**src/rtl/mtd_pkg.sv**
```systemverilog
// Shared types and constants for the modifier tap detector.
// No dependencies; imported by mtd_step, modifier_tap_detector_core and the testbench.
package mtd_pkg;

    localparam logic [7:0]  VK_SHIFT_ANY   = 8'h10;
    localparam logic [7:0]  VK_SHIFT_LEFT  = 8'hA0;
    localparam logic [7:0]  VK_SHIFT_RIGHT = 8'hA1;

    localparam logic [1:0]  PH_IDLE     = 2'd0;
    localparam logic [1:0]  PH_ARMED    = 2'd1;
    localparam logic [1:0]  PH_POISONED = 2'd2;

    localparam logic [15:0] MAX_HOLD_RESET = 16'd300;

    typedef struct packed {
        logic        req_type;
        logic [7:0]  vk;
        logic        key_up;
        logic        ctrl_held;
        logic        alt_held;
        logic        win_held;
        logic [15:0] hw_scan;
        logic [31:0] time_ms;
    } mtd_event_t;

    typedef struct packed {
        logic [1:0]  phase;
        logic [15:0] saved_scan;
        logic [31:0] saved_ms;
    } mtd_state_t;

endpackage

```
**src/rtl/mtd_step.sv**
```systemverilog
// Per-event phase update and tap decision, purely combinational.
// Depends on mtd_pkg.
module mtd_step (
    input  mtd_pkg::mtd_event_t ev,
    input  mtd_pkg::mtd_state_t state,
    input  logic [15:0]         max_hold_ms,
    output mtd_pkg::mtd_state_t state_next,
    output logic                toggle
);
    import mtd_pkg::*;

    logic        is_shift;
    logic        mods;
    logic [31:0] held;

    assign is_shift = (ev.vk == VK_SHIFT_ANY) || (ev.vk == VK_SHIFT_LEFT) ||
                      (ev.vk == VK_SHIFT_RIGHT);
    assign mods     = ev.ctrl_held | ev.alt_held | ev.win_held;
    assign held     = ev.time_ms - state.saved_ms;

    always_comb begin
        state_next = state;
        toggle     = 1'b0;
        if (ev.req_type || !is_shift) begin
            if (state.phase == PH_ARMED) begin
                state_next.phase = PH_POISONED;
            end
        end else if (!ev.key_up) begin
            case (state.phase)
                PH_ARMED: begin
                    state_next.phase = PH_POISONED;
                end
                PH_IDLE: begin
                    if (mods) begin
                        state_next.phase = PH_POISONED;
                    end else begin
                        state_next.phase      = PH_ARMED;
                        state_next.saved_scan = ev.hw_scan;
                        state_next.saved_ms   = ev.time_ms;
                    end
                end
                default: begin
                    state_next = state;
                end
            endcase
        end else begin
            toggle = (state.phase == PH_ARMED) && (ev.hw_scan == state.saved_scan) &&
                     !mods && (held <= {16'd0, max_hold_ms});
            state_next.phase      = PH_IDLE;
            state_next.saved_scan = 16'd0;
            state_next.saved_ms   = 32'd0;
        end
    end

endmodule

```
**src/rtl/modifier_tap_detector_core.sv**
```systemverilog
// Top level of the modifier tap detector: input register, step logic, result register.
// Depends on mtd_pkg and mtd_step.
//
// Detects a clean solo tap of a Shift key. Every input beat yields exactly one output
// beat carrying toggle. The block takes one beat per cycle while the output is taken:
// the phase update loops through mtd_step and the input stage advances whenever the
// output register is empty or taken. max_hold_ms (reset 300) is written via cfg; the
// user must write it only while no beat is in flight, which the block does not enforce.
module modifier_tap_detector_core (
    input  logic        aclk,
    input  logic        aresetn,
    input  logic        s_tvalid,
    output logic        s_tready,
    // [7:0] vk, [8] key_up, [9] ctrl_held, [10] alt_held, [11] win_held,
    // [27:12] hw_scan, [59:28] time_ms, [63:60] zero
    input  logic [63:0] s_tdata,
    // [0] req_type
    input  logic [0:0]  s_tuser,
    output logic        m_tvalid,
    input  logic        m_tready,
    // [0] toggle, [7:1] zero
    output logic [7:0]  m_tdata,
    input  logic        cfg_valid,
    output logic        cfg_ready,
    input  logic [15:0] cfg_data
);
    import mtd_pkg::*;

    logic        in_valid_reg;
    mtd_event_t  in_reg;
    logic        out_valid_reg;
    logic        toggle_reg;
    logic        toggle_next;
    mtd_state_t  state_reg;
    mtd_state_t  state_next;
    logic [15:0] max_hold_reg;
    logic        advance;

    assign advance   = !out_valid_reg || m_tready;
    assign s_tready  = !in_valid_reg || advance;
    assign cfg_ready = 1'b1;
    assign m_tvalid  = out_valid_reg;
    assign m_tdata   = {7'd0, toggle_reg};

    mtd_step u_step (
        .ev          (in_reg),
        .state       (state_reg),
        .max_hold_ms (max_hold_reg),
        .state_next  (state_next),
        .toggle      (toggle_next)
    );

    always_ff @(posedge aclk) begin
        if (!aresetn) begin
            in_valid_reg  <= 1'b0;
            out_valid_reg <= 1'b0;
            state_reg     <= '0;
            max_hold_reg  <= MAX_HOLD_RESET;
        end else begin
            if (cfg_valid && cfg_ready) begin
                max_hold_reg <= cfg_data;
            end
            if (s_tready) begin
                in_valid_reg <= s_tvalid;
            end
            if (advance) begin
                out_valid_reg <= in_valid_reg;
                if (in_valid_reg) begin
                    state_reg <= state_next;
                end
            end
        end
    end

    always_ff @(posedge aclk) begin
        if (s_tready && s_tvalid) begin
            in_reg.req_type  <= s_tuser[0];
            in_reg.vk        <= s_tdata[7:0];
            in_reg.key_up    <= s_tdata[8];
            in_reg.ctrl_held <= s_tdata[9];
            in_reg.alt_held  <= s_tdata[10];
            in_reg.win_held  <= s_tdata[11];
            in_reg.hw_scan   <= s_tdata[27:12];
            in_reg.time_ms   <= s_tdata[59:28];
        end
        if (advance && in_valid_reg) begin
            toggle_reg <= toggle_next;
        end
    end

endmodule

```
**config.mk**
```make
export PLATFORM = sky130hd
export DESIGN_NAME = modifier_tap_detector_core
export DESIGN_NICKNAME = d
export VERILOG_FILES = /design/src/rtl/mtd_pkg.sv /design/src/rtl/mtd_step.sv /design/src/rtl/modifier_tap_detector_core.sv
export SDC_FILE = /design/constraint.sdc
export NUM_CORES = 1
export LEC_CHECK = 0
export BUFFER_PORTS_ARGS = -buffer_cell sky130_fd_sc_hd__buf_2
export CORE_UTILIZATION = 35
export DETAILED_ROUTE_END_ITERATION = 8
export HOLD_SLACK_MARGIN = 0.15
export SYNTH_ARGS = -nofsm -noshare
export SYNTH_HDL_FRONTEND = slang
export SYNTH_SLANG_ARGS = --single-unit
```
**constraint.sdc**
```tcl
create_clock -name aclk -period 3.5 [get_ports aclk]
set_input_delay 0.35 -clock aclk [delete_from_list [all_inputs] [get_ports aclk]]
set_output_delay 0.35 -clock aclk [all_outputs]
set_load 0.05 [all_outputs]
```
# Word level (Yosys, flattened, before mapping)
# Index checks and enable logic that the tools add are counted.
# totals
wordCells,55
regBits,130
out_inout_bits,11
inputBits,86
# op_classes
n_eq_ne,7
n_mux,7
bitwise,4
addsub,1
n_reduce_logical,20
n_lt_le_gt_ge,1
# op_table
cell,count
$mux W48,2
$mux W50,1
$le A32 B16 Y1,1
$sub A32 B32 Y32,1
$eq A16 B16 Y1,1
$eq A8 B8 Y1 const B,2
$eq A8 B5 Y1 const B,1
$mux W2,3
$logic_and A1 B1 Y1,5
$logic_or A1 B1 Y1,5
$reduce_and A5 Y1,1
$logic_not A1 Y1,4
$ne A2 B2 Y1 const B,2
$pmux W2 S2,1
$reduce_and A4 Y1,1
$reduce_bool A3 Y1,1
$eq A2 B1 Y1 const B,1
$logic_not A2 Y1,1
$not A1 Y1,2
$or A1 B1 Y1,2
$reduce_bool A2 Y1,1
$reduce_or A2 Y1,1

# Longest topological paths before layout
# Gate-level depths: netlist (run 1).
# logic_depth
depth_word,7
ltp_mapped,18
ltp_nobuf,18

# Modules after synthesis
# From an unflattened synthesis (run 1), not the netlist that was laid out.
# unflattened
cells_unflattened,897
area_unflattened_um2,7887.6
# modules_own_cells
mod,area_per_inst_um2,cells_per_inst,seq_area_each_um2,instances
modifier_tap_detector_core,4662.0,351,3223.1,1
mtd_step,3225.6,546,0.0,1

# Worst setup path before layout (run 1)
# No wires, ideal clock.
# synth_path
path_kind,register to register
from,reg in_reg[0] in the netlist's numbering
to,"reg toggle_reg, data pin"
setup_ns,0.170
n_path_buf,0
path_stages_with_launch,18
arrival_ns,3.349
slack_ns,-0.018
period_less_slack_ns,3.518
required_ns,3.330
path_cell_list,edfxtp_1 > inv_1 > ha_1 > fa_1 > nand2b_1 > a21oi_1 > nor2b_1 > a21oi_1 > a21boi_0 > xnor2_1 > ha_1 > nand4_1 > nor4_1 > o32ai_1 > a2111oi_0 > and3_1 > nand4_1 > nor4_2
# synth_between
elab_chain_cells,3
# synth_rtl
item,line,rtl
"start, declared",modifier_tap_detector_core.sv:30,mtd_event_t in_reg;
$sub A32 B32 Y32,mtd_step.sv:19,assign held = ev.time_ms - state.saved_ms;
$le A32 B16 Y1,mtd_step.sv:48,"!mods && (held <= {16'd0, max_hold_ms});"
$logic_and A1 B1 Y1,mtd_step.sv:48,
"end signal, assigned",modifier_tap_detector_core.sv:87,toggle_reg <= toggle_next;
"end, declared",modifier_tap_detector_core.sv:32,logic toggle_reg;
# No other way between the ends.
# A chain may end at the register's enable or synchronous reset.

# Worst setup path after layout (run 1)
# layout_path
from,reg in_reg[3] in the netlist's numbering
to,"reg toggle_reg, data pin"
# Same word-level chain as after synthesis.

==> results of run 1 <==
## cell usage after synthesis, types with 3 or more instances
master / instances
sky130_fd_sc_hd__nand2_1: 45
sky130_fd_sc_hd__or4_1: 4
sky130_fd_sc_hd__mux2i_1: 14
sky130_fd_sc_hd__nor4_1: 6
sky130_fd_sc_hd__xnor2_1: 28
sky130_fd_sc_hd__a211oi_1: 4
sky130_fd_sc_hd__ha_1: 47
sky130_fd_sc_hd__a21boi_0: 4
sky130_fd_sc_hd__buf_4: 9
sky130_fd_sc_hd__edfxtp_1: 62
sky130_fd_sc_hd__nand3b_1: 3
sky130_fd_sc_hd__nand4_1: 12
sky130_fd_sc_hd__a21o_1: 7
sky130_fd_sc_hd__o21bai_1: 3
sky130_fd_sc_hd__dfxtp_1: 68
sky130_fd_sc_hd__and2_1: 3
sky130_fd_sc_hd__xor2_1: 12
sky130_fd_sc_hd__nand3_1: 6
sky130_fd_sc_hd__o2111ai_1: 3
sky130_fd_sc_hd__a21oi_1: 96
sky130_fd_sc_hd__clkbuf_1: 32
sky130_fd_sc_hd__inv_1: 56
sky130_fd_sc_hd__o22ai_1: 3
sky130_fd_sc_hd__a2111oi_0: 4
sky130_fd_sc_hd__o211ai_1: 7
sky130_fd_sc_hd__nor2_1: 20
sky130_fd_sc_hd__nand2b_1: 7
sky130_fd_sc_hd__o21ai_0: 26
sky130_fd_sc_hd__o21a_1: 7
sky130_fd_sc_hd__nor2b_1: 67
sky130_fd_sc_hd__nor3_1: 16
sky130_fd_sc_hd__nor3b_1: 46
## power groups by stage
stage | logic [mW] | registers (mW) | clock network, mW
after floorplan | 0.328 | 1.71 | 0
after global placement | 0.497 | 1.71 | 0
after detailed placement | 0.496 | 1.71 | 0
after CTS | 0.581 | 1.68 | 1.73
after global routing | 0.652 | 1.69 | 1.79
final | 0.588 | 1.68 | 1.69
## routing by layer
metal	track usage [%]	vias to the layer above	routed length (um)
met5	0	-	0
met4	4.316	0	99
met3	3.699	6	620
met2	28.08	117	8177
met1	20.25	2725	7820
li1	-	3048	-
## cells by family after synthesis
kind of cell | share of synthesized area (%)
mux | 1.943
simple gates | 19.54
other cells | 0.1042
fa+ha+maj | 8.433
buf+inv | 5.518
compound gates | 14.91
flops | 44.70
xor+xnor | 4.859
## worst register-to-register path: cells and delay by family (launching register included)
family | cells | cell delay (ns)
buffers and inverters | 9 | 1.16
DFF | 1 | 0.41
adders and majority gates | 1 | 0.37
AOI/OAI and AO/OA | 4 | 0.69
and+or+nand+nor | 4 | 0.71
muxes | 1 | 0.12
## final timing paths
check | to | from | slack [ns]
setup reg to reg | toggle_reg$_SDFFCE_PP0P_ | in_reg[3]$_DFFE_PP_ | -0.10
setup / recovery | toggle_reg$_SDFFCE_PP0P_ | in_reg[3]$_DFFE_PP_ | -0.10
hold reg to reg | max_hold_reg[3]$_SDFFE_PN1P_ | max_hold_reg[3]$_SDFFE_PN1P_ | 0.49
hold / removal | max_hold_reg[4]$_SDFFE_PN0P_ | cfg_data[4] | 0.19
## area by class of cell
cell class	instances	area [um^2]
multi-input combinational	531	3745
sequential	130	3224
clock buffer	19	432.9
timing repair buffer	210	1544
clock inverter	13	128.9
tap	270	337.8
fill	1896	10610
inverter	56	210.2
## what timing repair did
action                                 CTS  global route
setup buffers                           12             0
setup endpoints to repair                1             1
gates cloned                             0             0
pin swaps                               19            12
resized for setup                       15            16
endpoints found under the hold margin   66             0
hold buffers                            66             0
## stage by stage
| stage | utilization, % | total power [mW] |
|---|---|---|
| 2_1_floorplan | - | 2.037 |
| 3_3_place_gp | 40.45 | 2.212 |
| 3_5_place_dp | 40.45 | 2.211 |
| 4_1_cts | 47.23 | 3.993 |
| 5_1_grt | 47.56 | 4.129 |
| 6_report | 47.56 | 3.958 |
==> impl_results.md, run 1 <==
* Run status: complete, but fails checks
* Violations in the final reports: negative setup slack
* H-tree levels at 4
* Kind of start point of the critical path: register
* Mean instance size in the synthesized netlist at 9.589 um^2
* Critical path data arrival time at 3.85 ns
* Post-layout instance count excluding filler cells at around 1200
* Finished layout cell area at between 0.009 and 0.01 mm^2
* Half-perimeter wire length after placement at 11.50 mm
* Asr flop ratio synth at 0%
* Slowest stage cell, crit path: sky130_fd_sc_hd__edfxtp_1
* Most used flip-flop cell after synthesis: sky130_fd_sc_hd__dfxtp_1
* TritonCTS clock tree: yes
* Achievable clock frequency at between 0.2 and 0.3 GHz
* Total count of hold-check failures in the final report at 0
* Number of detailed-route iterations in the first pass at 5
* Portion of total power attributed to combinational logic at roughly 15%
* Post-synthesis register bit count at between 100 and 150
* Clock tree root driver cell: sky130_fd_sc_hd__clkbuf_16
* Area of the core at between 0.02 and 0.025 mm^2
* Summed instance area of the synthesized netlist at 0.007211 mm^2
* Reported max-cap violation count at 0
* Number of placed cells counting well taps at 1119
* Ratio of cells with drive above 1 in the final layout at 21.06%
* Power per cell area at 411.3 mW/mm^2
* Max Root-Sink Buffers at 2
* Area after detailed placement at 0.008184 mm^2
* Setup ws final at -0.1037 ns
* Maximum number of pins on one net before global-route repair at 97
* Final GP Congestion at around 0.86
* Area share of the largest cell type after synthesis at 25.82%
* Seq pwr share at 42.5%
* Hold depth at 3
* Clk_skew at 0.007861 ns
* Final net count at 1080
* Synth warn at 0
* Number of top-level pins at 97
* Number of buffer and inverter instances along the worst setup path at 9
* Via count of the first global-routing pass at 5757
* LEAKAGE at about 3.6 nW
* Kind of path behind the tightest hold check: in -> reg
* Data required time of the worst path at 3.75 ns
* Portion of the post-synthesis area used by sequential elements at between 40% and 50%
* Sw Ratio at 25.90%
* Slew Limit Fails at 0
* Cell chain of the critical path: ha_1 > o211ai_1 > a21oi_4 > buf_4 > o21ai_0 > nand2_1 > buf_4 > buf_4 > buf_4 > buf_4 > buf_4 > buf_4 > buf_4 > buf_4 > a31oi_2 > mux2i_1 > nor4_2 > nand4_1 > nor4_2
* DIE HEIGHT at between 100 and 150 um
* Total wire length after detailed routing at 16.72 mm
* Post-placement setup slack at -0.2958 ns
* Number of buffer cells added on primary ports at 84
* Delay contributed by the slowest stage of the critical path at 0.41 ns
* Post-route DRC at 0
* Clock sink total at 130
* Max reg flops at 61
* Worst slew margin relative to its limit at between 30% and 40%
* Starting Density at 35.64%
* Via density at about 4.8
* Setup tns final at -0.1037 ns
* Setup violators final at 1
* Count of cell types in the netlist at 50
* Maximum fanout along the worst path at 4
* Most frequent cell on the critical path: sky130_fd_sc_hd__buf_4
* Worst-Skew Late Latency at 0.42 ns
* DIE AREA at 0.02118 mm^2
* Most common cell after layout, fill and taps aside: sky130_fd_sc_hd__a21oi_1
* Internal power summed over all cells at 2.933 mW
* Power dissipated by switching net loads at 1.025 mW
* Type of the worst setup path: reg -> reg
* Remaining Overflow, GRT at 0
* Syn Inst Count at between 700 and 800
* Worst-path clk slew at 0.06 ns
* Violation count after the first detailed-route iteration at ~320
* Post-synth EDFFs at 62
* All-Layer GR Usage at 16.22%
* Final antenna diode count at 0
* Routed wire length per instance at 13.60 um
* Clock buffers created by TritonCTS at 17
* Tcrit/Tclk final at 103.0%
* Clock network power share at 42.7%
* Remaining antenna violation count after routing at 0
* Wire length of the first global-routing pass at approximately 28 mm
* Minimum period implied by the final worst setup slack at 3.604 ns
* Slew @ Worst Pin at 1.025 ns
* Number of antenna violations at the first check in global routing at 0
* Most frequent cells in the layout: 91 x sky130_fd_sc_hd__a21oi_1, 84 x sky130_fd_sc_hd__buf_2, 67 x sky130_fd_sc_hd__dfxtp_1, 66 x sky130_fd_sc_hd__dlygate4sd3_1, 65 x sky130_fd_sc_hd__nor2b_1
* Delay-heaviest family, CP: buffers and inverters
* Vias at 5896
* Std-Cell Rows at 52
* Post-route worst hold slack at 0.1944 ns
* Area growth from synthesis to layout at 33.45%
* Cell depth of the worst flop-to-flop path at 19
* Endpoint class of the critical path: register
* Most area-hungry cell type in the Yosys netlist: sky130_fd_sc_hd__edfxtp_1
* Chip width at 145.5 um
* Worst IR Drop VDD at 0.0002970 V
* Unrepaired setup endpoints after global routing: yes
* Cell types occupying the most area after synthesis: sky130_fd_sc_hd__edfxtp_1 26%, sky130_fd_sc_hd__dfxtp_1 19%, sky130_fd_sc_hd__ha_1 8.2%
* Critical Path Stages at 19
Note: power is estimated with default switching activity, not from simulation.
==> run 2, diff against run 1 <==
--- a/config.mk
+++ b/config.mk
@@ -9,6 +9,7 @@
 export CORE_UTILIZATION = 35
 export DETAILED_ROUTE_END_ITERATION = 8
 export HOLD_SLACK_MARGIN = 0.15
+export PLACE_DENSITY = 0.52
 export SYNTH_ARGS = -nofsm -noshare
 export SYNTH_HDL_FRONTEND = slang
 export SYNTH_SLANG_ARGS = --single-unit
==> impl_results.md, run 2 (synthesis gave the netlist of run 1 again) <==
* Run status: complete, but fails checks (unchanged)
* Number of detailed-route iterations in the first pass at 6 (was 5)
* Maximum fanout along the worst path at 3 (was 4)
* Minimum period implied by the final worst setup slack at 3.772 ns (was 3.604 ns)
* Slew @ Worst Pin at 1.090 ns (was 1.025 ns)
* Setup violators final at 1 (unchanged)
* Kind of start point of the critical path: register (unchanged)
* Critical Path Stages at 17 (was 19)
* H-tree levels at 4 (unchanged)
* Seq pwr share at 41.2% (was 42.5%)
* Post-route worst hold slack at 0.1811 ns (was 0.1944 ns)
* Portion of total power attributed to combinational logic at 14.0% (was 14.8%)
* Wire length of the first global-routing pass at 28.34 mm (was 27.54 mm)
* Worst-path clk slew at 0.07 ns (was 0.06 ns)
* Post-layout instance count excluding filler cells at 1227 (was 1229)
* LEAKAGE at 3.639 nW (was 3.616 nW)
* Number of buffer and inverter instances along the worst setup path at 1 (was 9)
* Number of placed cells counting well taps at 1128 (was 1119)
* Final net count at 1078 (was 1080)
* Max Root-Sink Buffers at 2 (unchanged)
* Endpoint class of the critical path: register (unchanged)
* Clock network power share at 44.8% (was 42.7%)
* Type of the worst setup path: reg -> reg (unchanged)
* Unrepaired setup endpoints after global routing: yes (unchanged)
* DIE AREA at 0.02118 mm^2 (unchanged)
* Most frequent cell on the critical path: sky130_fd_sc_hd__nand4_1 (was sky130_fd_sc_hd__buf_4)
* Total wire length after detailed routing at 17.20 mm (was 16.72 mm)
* Clock tree root driver cell: sky130_fd_sc_hd__clkbuf_16 (unchanged)
* Violation count after the first detailed-route iteration at 301 (was 323)
* Post-route DRC at 0 (unchanged)
* Remaining antenna violation count after routing at 0 (unchanged)
* Reported max-cap violation count at 0 (unchanged)
* Max reg flops at 61 (unchanged)
* Area of all sequential standard cells at 0.003224 mm^2 (unchanged)
* Most frequent cells in the layout: 92 x sky130_fd_sc_hd__a21oi_1, 84 x sky130_fd_sc_hd__buf_2, 67 x sky130_fd_sc_hd__dfxtp_1, 66 x sky130_fd_sc_hd__dlygate4sd3_1, 65 x sky130_fd_sc_hd__nor2b_1 (was 91 x sky130_fd_sc_hd__a21oi_1, 84 x sky130_fd_sc_hd__buf_2, 67 x sky130_fd_sc_hd__dfxtp_1, 66 x sky130_fd_sc_hd__dlygate4sd3_1, 65 x sky130_fd_sc_hd__nor2b_1)
* Post-placement setup slack at -0.3252 ns (was -0.2958 ns)
* Remaining Overflow, GRT at 0 (unchanged)
* Cell chain of the critical path: inv_2 > ha_4 > fa_2 > nand2b_4 > a21oi_4 > nor2b_4 > a21oi_2 > a21boi_2 > xnor2_1 > ha_1 > nand4_1 > nor4_4 > o32ai_1 > a2111oi_0 > and3_1 > nand4_1 > nor4_2 (was ha_1 > o211ai_1 > a21oi_4 > buf_4 > o21ai_0 > nand2_1 > buf_4 > buf_4 > buf_4 > buf_4 > buf_4 > buf_4 > buf_4 > buf_4 > a31oi_2 > mux2i_1 > nor4_2 > nand4_1 > nor4_2)
* Vias at 5877 (was 5896)
* All-Layer GR Usage at 16.75% (was 16.22%)
* DIE HEIGHT at 145.5 um (unchanged)
* Data required time of the worst path at 3.76 ns (was 3.75 ns)
* Number of antenna violations at the first check in global routing at 0 (unchanged)
* Tcrit/Tclk final at 107.8% (was 103.0%)
* Violations in the final reports: negative setup slack (unchanged)
* Cell depth of the worst flop-to-flop path at 17 (was 19)
* Slowest stage cell, crit path: sky130_fd_sc_hd__fa_2 (was sky130_fd_sc_hd__edfxtp_1)
* Slew Limit Fails at 0 (unchanged)
* Area taken by multi-input logic gates at 0.003697 mm^2 (was 0.003745 mm^2)
* Number of top-level pins at 97 (unchanged)
* Via density at 4.790 (was 4.797)
* Routed wire length per instance at 14.02 um (was 13.60 um)
* Clk_skew at 0.01601 ns (was 0.007861 ns)
* Total count of hold-check failures in the final report at 0 (unchanged)
* Starting Density at 35.64% (unchanged)
* Area after detailed placement at 0.008239 mm^2 (was 0.008184 mm^2)
* Finished layout cell area at 0.009598 mm^2 (was 0.009623 mm^2)
* Internal power summed over all cells at 2.964 mW (was 2.933 mW)
* Maximum number of pins on one net before global-route repair at 69 (was 97)
* Hold depth at 3 (unchanged)
* Final antenna diode count at 0 (unchanged)
* Critical path data arrival time at 4.03 ns (was 3.85 ns)
* Area growth from synthesis to layout at 33.11% (was 33.45%)
* Ratio of cells with drive above 1 in the final layout at 20.38% (was 21.06%)
* Most common cell after layout, fill and taps aside: sky130_fd_sc_hd__a21oi_1 (unchanged)
* Chip width at 145.5 um (unchanged)
* Worst slew margin relative to its limit at 27.33% (was 31.65%)
* Via count of the first global-routing pass at 5832 (was 5757)
* TritonCTS clock tree: yes (unchanged)
* Kind of path behind the tightest hold check: in -> reg (unchanged)
* Achievable clock frequency at 0.2651 GHz (was 0.2775 GHz)
* Number of buffer cells added on primary ports at 84 (unchanged)
* Setup ws final at -0.2720 ns (was -0.1037 ns)
* Delay contributed by the slowest stage of the critical path at 0.37 ns (was 0.41 ns)
* Clock sink total at 130 (unchanged)
* Power dissipated by switching net loads at 1.120 mW (was 1.025 mW)
* Number of fill cells in the layout at 1947 (was 1896)
* Half-perimeter wire length after placement at 12.07 mm (was 11.50 mm)
* Power per cell area at 425.4 mW/mm^2 (was 411.3 mW/mm^2)
* Worst-Skew Late Latency at 0.43 ns (was 0.42 ns)
* Std-Cell Rows at 52 (unchanged)
* Worst IR Drop VDD at 0.0002970 V (about the same)
* Area of the core at 0.02023 mm^2 (unchanged)
* Clock buffers created by TritonCTS at 17 (unchanged)
* Final GP Congestion at 0.8578 (was 0.8550)
* Delay-heaviest family, CP: simple AND/OR/NAND/NOR gates (was buffers and inverters)
* Sw Ratio at 27.42% (was 25.90%)
run 2: worst min-delay path: cells and delay by family:
family	cells	cell delay [ns]
simple gates	1	0.09
buf+inv	1	0.08
mux	1	0.05
run 2: layer usage:
metal	up-vias	global-route usage (%)	routed length [um]	part of all wire, %
met5	-	0	0	0
met4	0	4.526	172	1.0
li1	3042	-	-	-
met3	12	3.668	542	3.2
met1	2723	21.22	8141	47
met2	100	28.75	8348	49
run 2: what timing repair did:
| item | in CTS | in global routing |
|---|---|---|
| buffers inserted | 1 | 0 |
| hold endpoints to repair | 66 | 0 |
| pin swaps | 1 | 15 |
| endpoints found under the setup margin | 1 | 1 |
| hold buffers | 66 | 0 |
| resized for setup | 6 | 18 |
run 2: cell type report:
cell class	instances	area share (%)
Clock buffer	17	4.432
Clock inverter	15	1.942
Inverter	56	2.190
Multi-Input combinational cell	531	38.52
Sequential cell	130	33.59
Tap cell	270	3.520
Timing Repair Buffer	208	15.80
run 2: worst paths after layout:
path / from / to / slack (ns)
max: in_reg[0]$_DFFE_PP_ / toggle_reg$_SDFFCE_PP0P_ / -0.27
min: cfg_data[13] / max_hold_reg[13]$_SDFFE_PN0P_ / 0.18
max reg2reg: in_reg[0]$_DFFE_PP_ / toggle_reg$_SDFFCE_PP0P_ / -0.27
min reg2reg: state_reg[49]$_SDFFE_PN0P_ / state_reg[49]$_SDFFE_PN0P_ / 0.49
run 2: power groups by stage:
stage	combinational [mW]	clock, mW	sequential (mW)
3_5_place_dp	0.504	0	1.72
3_3_place_gp	0.506	0	1.72
6_report	0.573	1.83	1.68
4_1_cts	0.570	1.88	1.68
5_1_grt	0.639	1.94	1.69
2_1_floorplan	0.328	0	1.71
run 2: through the flow:
stage               total power, mW  setup TNS (ns)  util, %
CTS                           4.127         -0.2300    47.13
floorplan                     2.037               0        -
global route                  4.264         -0.5225    47.43
detailed placement            2.219         -0.3252    40.72
global placement              2.221         -0.2630    40.72
finish                        4.083         -0.2720    47.43
==> run 3, diff against run 2 <==
--- a/config.mk
+++ b/config.mk
@@ -10,6 +10,7 @@
 export DETAILED_ROUTE_END_ITERATION = 8
 export HOLD_SLACK_MARGIN = 0.15
 export PLACE_DENSITY = 0.52
+export SKIP_LAST_GASP = 1
 export SYNTH_ARGS = -nofsm -noshare
 export SYNTH_HDL_FRONTEND = slang
 export SYNTH_SLANG_ARGS = --single-unit
==> impl_results.md, run 3 (synthesis gave the netlist of run 1 again) <==
* LEAKAGE at 3.634 nW (was 3.639 nW)
* Maximum number of pins on one net before global-route repair at 69 (unchanged)
* Violations in the final reports: negative setup slack (unchanged)
* Delay-heaviest family, CP: simple AND/OR/NAND/NOR gates (unchanged)
* Number of placed cells counting well taps at 1128 (unchanged)
* Post-route DRC at 0 (unchanged)
* Worst slew margin relative to its limit at 27.43% (was 27.33%)
* Clock tree root driver cell: sky130_fd_sc_hd__clkbuf_16 (unchanged)
* Sw Ratio at 27.43% (was 27.42%)
* Cell depth of the worst flop-to-flop path at 16 (was 17)
* Area growth from synthesis to layout at 32.73% (was 33.11%)
* Total count of hold-check failures in the final report at 0 (unchanged)
* DIE HEIGHT at 145.5 um (unchanged)
* Seq pwr share at 41.2% (about the same)
* Clock buffers created by TritonCTS at 17 (unchanged)
* Maximum fanout along the worst path at 3 (unchanged)
* Hold wc startpoint: cfg_data[13] (unchanged)
* DIE AREA at 0.02118 mm^2 (unchanged)
* Vias at 5903 (was 5877)
* Violation count after the first detailed-route iteration at 280 (was 301)
* Number of detailed-route iterations in the first pass at 4 (was 6)
* Most frequent cells in the layout: 94 x sky130_fd_sc_hd__a21oi_1, 84 x sky130_fd_sc_hd__buf_2, 68 x sky130_fd_sc_hd__dfxtp_1, 66 x sky130_fd_sc_hd__dlygate4sd3_1, 65 x sky130_fd_sc_hd__nor2b_1 (was 92 x sky130_fd_sc_hd__a21oi_1, 84 x sky130_fd_sc_hd__buf_2, 67 x sky130_fd_sc_hd__dfxtp_1, 66 x sky130_fd_sc_hd__dlygate4sd3_1, 65 x sky130_fd_sc_hd__nor2b_1)
* Data required time of the worst path at 3.76 ns (about the same)
* Max reg flops at 61 (unchanged)
* Worst setup slack for register-to-register paths at -0.26 ns (was -0.27 ns)
* Half-perimeter wire length after placement at 12.07 mm (unchanged)
* Std-Cell Rows at 52 (unchanged)
* Most common cell after layout, fill and taps aside: sky130_fd_sc_hd__a21oi_1 (unchanged)
* Clk_skew at 0.01519 ns (was 0.01601 ns)
* Post-layout instance count excluding filler cells at 1227 (unchanged)
* Clock sink total at 130 (unchanged)
* Slowest stage cell, crit path: sky130_fd_sc_hd__dfxtp_1 (was sky130_fd_sc_hd__fa_2)
* Cell chain of the critical path: inv_1 > ha_1 > nor2b_2 > o2111a_2 > o21ai_1 > and2_1 > o21bai_1 > xor2_1 > ha_1 > nand4_1 > nor4_4 > o32ai_1 > a2111oi_0 > and3_1 > nand4_1 > nor4_2 (was inv_2 > ha_4 > fa_2 > nand2b_4 > a21oi_4 > nor2b_4 > a21oi_2 > a21boi_2 > xnor2_1 > ha_1 > nand4_1 > nor4_4 > o32ai_1 > a2111oi_0 > and3_1 > nand4_1 > nor4_2)
* Worst-Skew Late Latency at 0.43 ns (about the same)
* Power per cell area at 426.5 mW/mm^2 (was 425.4 mW/mm^2)
* Chip width at 145.5 um (unchanged)
* Remaining antenna violation count after routing at 0 (unchanged)
* H-tree levels at 4 (unchanged)
* Internal power summed over all cells at 2.962 mW (was 2.964 mW)
* Final antenna diode count at 0 (unchanged)
* Clock network power share at 44.8% (about the same)
* Delay contributed by the slowest stage of the critical path at 0.39 ns (was 0.37 ns)
* Run status: complete, but fails checks (unchanged)
* Slew @ Worst Pin at 1.089 ns (was 1.090 ns)
* Routed wire length per instance at 13.99 um (was 14.02 um)
* Finished layout cell area at 0.009570 mm^2 (was 0.009598 mm^2)
* Setup violators final at 1 (unchanged)
* Ratio of cells with drive above 1 in the final layout at 19.85% (was 20.38%)
* Max Root-Sink Buffers at 2 (unchanged)
* Kind of start point of the critical path: register (unchanged)
* Setup ws final at -0.2625 ns (was -0.2720 ns)
* Number of antenna violations at the first check in global routing at 0 (unchanged)
* Number of buffer cells added on primary ports at 84 (unchanged)
* Tcrit/Tclk final at 107.5% (was 107.8%)
* Slew Limit Fails at 0 (unchanged)
* Kind of path behind the tightest hold check: in -> reg (unchanged)
* Post-route core utilization at 47.30% (was 47.43%)
* Final GP Congestion at 0.8578 (unchanged)
* Worst reg2reg startpoint: state_reg[1]$_SDFFE_PN0P_ (was in_reg[0]$_DFFE_PP_)
* Final net count at 1078 (unchanged)
* Capture endpoint of the worst hold path: max_hold_reg[13]$_SDFFE_PN0P_ (unchanged)
* Wire length of the first global-routing pass at 28.34 mm (unchanged)
* Achievable clock frequency at 0.2658 GHz (was 0.2651 GHz)
* All-Layer GR Usage at 16.75% (unchanged)
* Via density at 4.811 (was 4.790)
* Worst-path clk slew at 0.07 ns (about the same)
* Minimum period implied by the final worst setup slack at 3.763 ns (was 3.772 ns)
* Number of top-level pins at 97 (unchanged)
* Total wire length after detailed routing at 17.17 mm (was 17.20 mm)
* TritonCTS clock tree: yes (unchanged)
* Remaining Overflow, GRT at 0 (unchanged)
* Area after detailed placement at 0.008239 mm^2 (unchanged)
* Endpoint class of the critical path: register (unchanged)
* Type of the worst setup path: reg -> reg (unchanged)
* Reported max-cap violation count at 0 (unchanged)
* Portion of total power attributed to combinational logic at 14.0% (about the same)
* Via count of the first global-routing pass at 5832 (unchanged)
* Power dissipated by switching net loads at 1.119 mW (was 1.120 mW)
* Starting Density at 35.64% (unchanged)
* Area of the core at 0.02023 mm^2 (unchanged)
* Critical register-to-register path endpoint: toggle_reg$_SDFFCE_PP0P_ (unchanged)
* Critical path data arrival time at 4.02 ns (was 4.03 ns)
* Number of buffer and inverter instances along the worst setup path at 1 (unchanged)
* Worst IR Drop VDD at 0.0002969 V (was 0.0002970 V)
* Hold depth at 3 (unchanged)
* Unrepaired setup endpoints after global routing: yes (unchanged)
==> run 3: how the worst max path moves through the flow <==
stage | cells after the start | startpoint | slack [ns] | end
finish | 16 | state_reg[1]$_SDFFE_PN0P_ | -0.26 | toggle_reg$_SDFFCE_PP0P_
global route | 17 | in_reg[0]$_DFFE_PP_ | -0.50 | toggle_reg$_SDFFCE_PP0P_
CTS | 17 | in_reg[0]$_DFFE_PP_ | -0.26 | toggle_reg$_SDFFCE_PP0P_
detailed placement | 17 | in_reg[0]$_DFFE_PP_ | -0.33 | toggle_reg$_SDFFCE_PP0P_
global placement | 17 | in_reg[0]$_DFFE_PP_ | -0.26 | toggle_reg$_SDFFCE_PP0P_
floorplan | 17 | in_reg[0]$_DFFE_PP_ | 0.01 | toggle_reg$_SDFFCE_PP0P_
==> run 3: area by class of cell <==
type	count	area, um^2
multi-input cells	531	3671
fillers	1950	10660
clock inverters	15	186.4
inverters	56	210.2
repair buffers	208	1516
flip-flops and latches	130	3223
well taps	270	337.8
clock buffers	17	425.4
==> run 3: stage by stage <==
step	hold slack [ns]	power, mW	TNS [ns]	setup WS [ns]
final	0.1788	4.081	-0.2625	-0.2625
after global routing	0.1846	4.261	-0.4965	-0.4965
after CTS	0.1688	4.126	-0.2595	-0.2595
after detailed placement	0.4821	2.219	-0.3252	-0.3252
after global placement	0.4829	2.221	-0.2630	-0.2630
after floorplan	0.4489	2.037	0	0.01490
==> run 3: what timing repair did <==
action	CTS	global route
buffers inserted	1	0
endpoints found under the hold margin	66	0
gates resized for setup	3	13
hold buffers	66	0
pin swaps	1	10
setup endpoints to repair	1	1
==> run 3: worst reg2reg max path, delay by kind of cell (launching register included) <==
family                     cells  cell delay (ns)
DFF                            1             0.39
and+or+nand+nor                7             1.39
buffers and inverters          1             0.06
adders and majority gates      2             0.55
xor gates and xnor gates       1             0.16
AOI/OAI and AO/OA              5             1.06
==> run 3: metal layers <==
layer	part of all wire (%)	up-vias	global-route usage (%)
li1	-	3046	-
met1	47	2728	21.22
met2	49	117	28.75
met3	3.1	12	3.668
met4	0.94	0	4.526
met5	0	-	0
==> run 3: power groups by stage <==
stage          Sequential, mW  Combinational, mW  Clock, mW
6_report                 1.68              0.570       1.83
5_1_grt                  1.69              0.636       1.94
3_3_place_gp             1.72              0.506          0
3_5_place_dp             1.72              0.504          0
4_1_cts                  1.68              0.569       1.88
2_1_floorplan            1.71              0.328          0
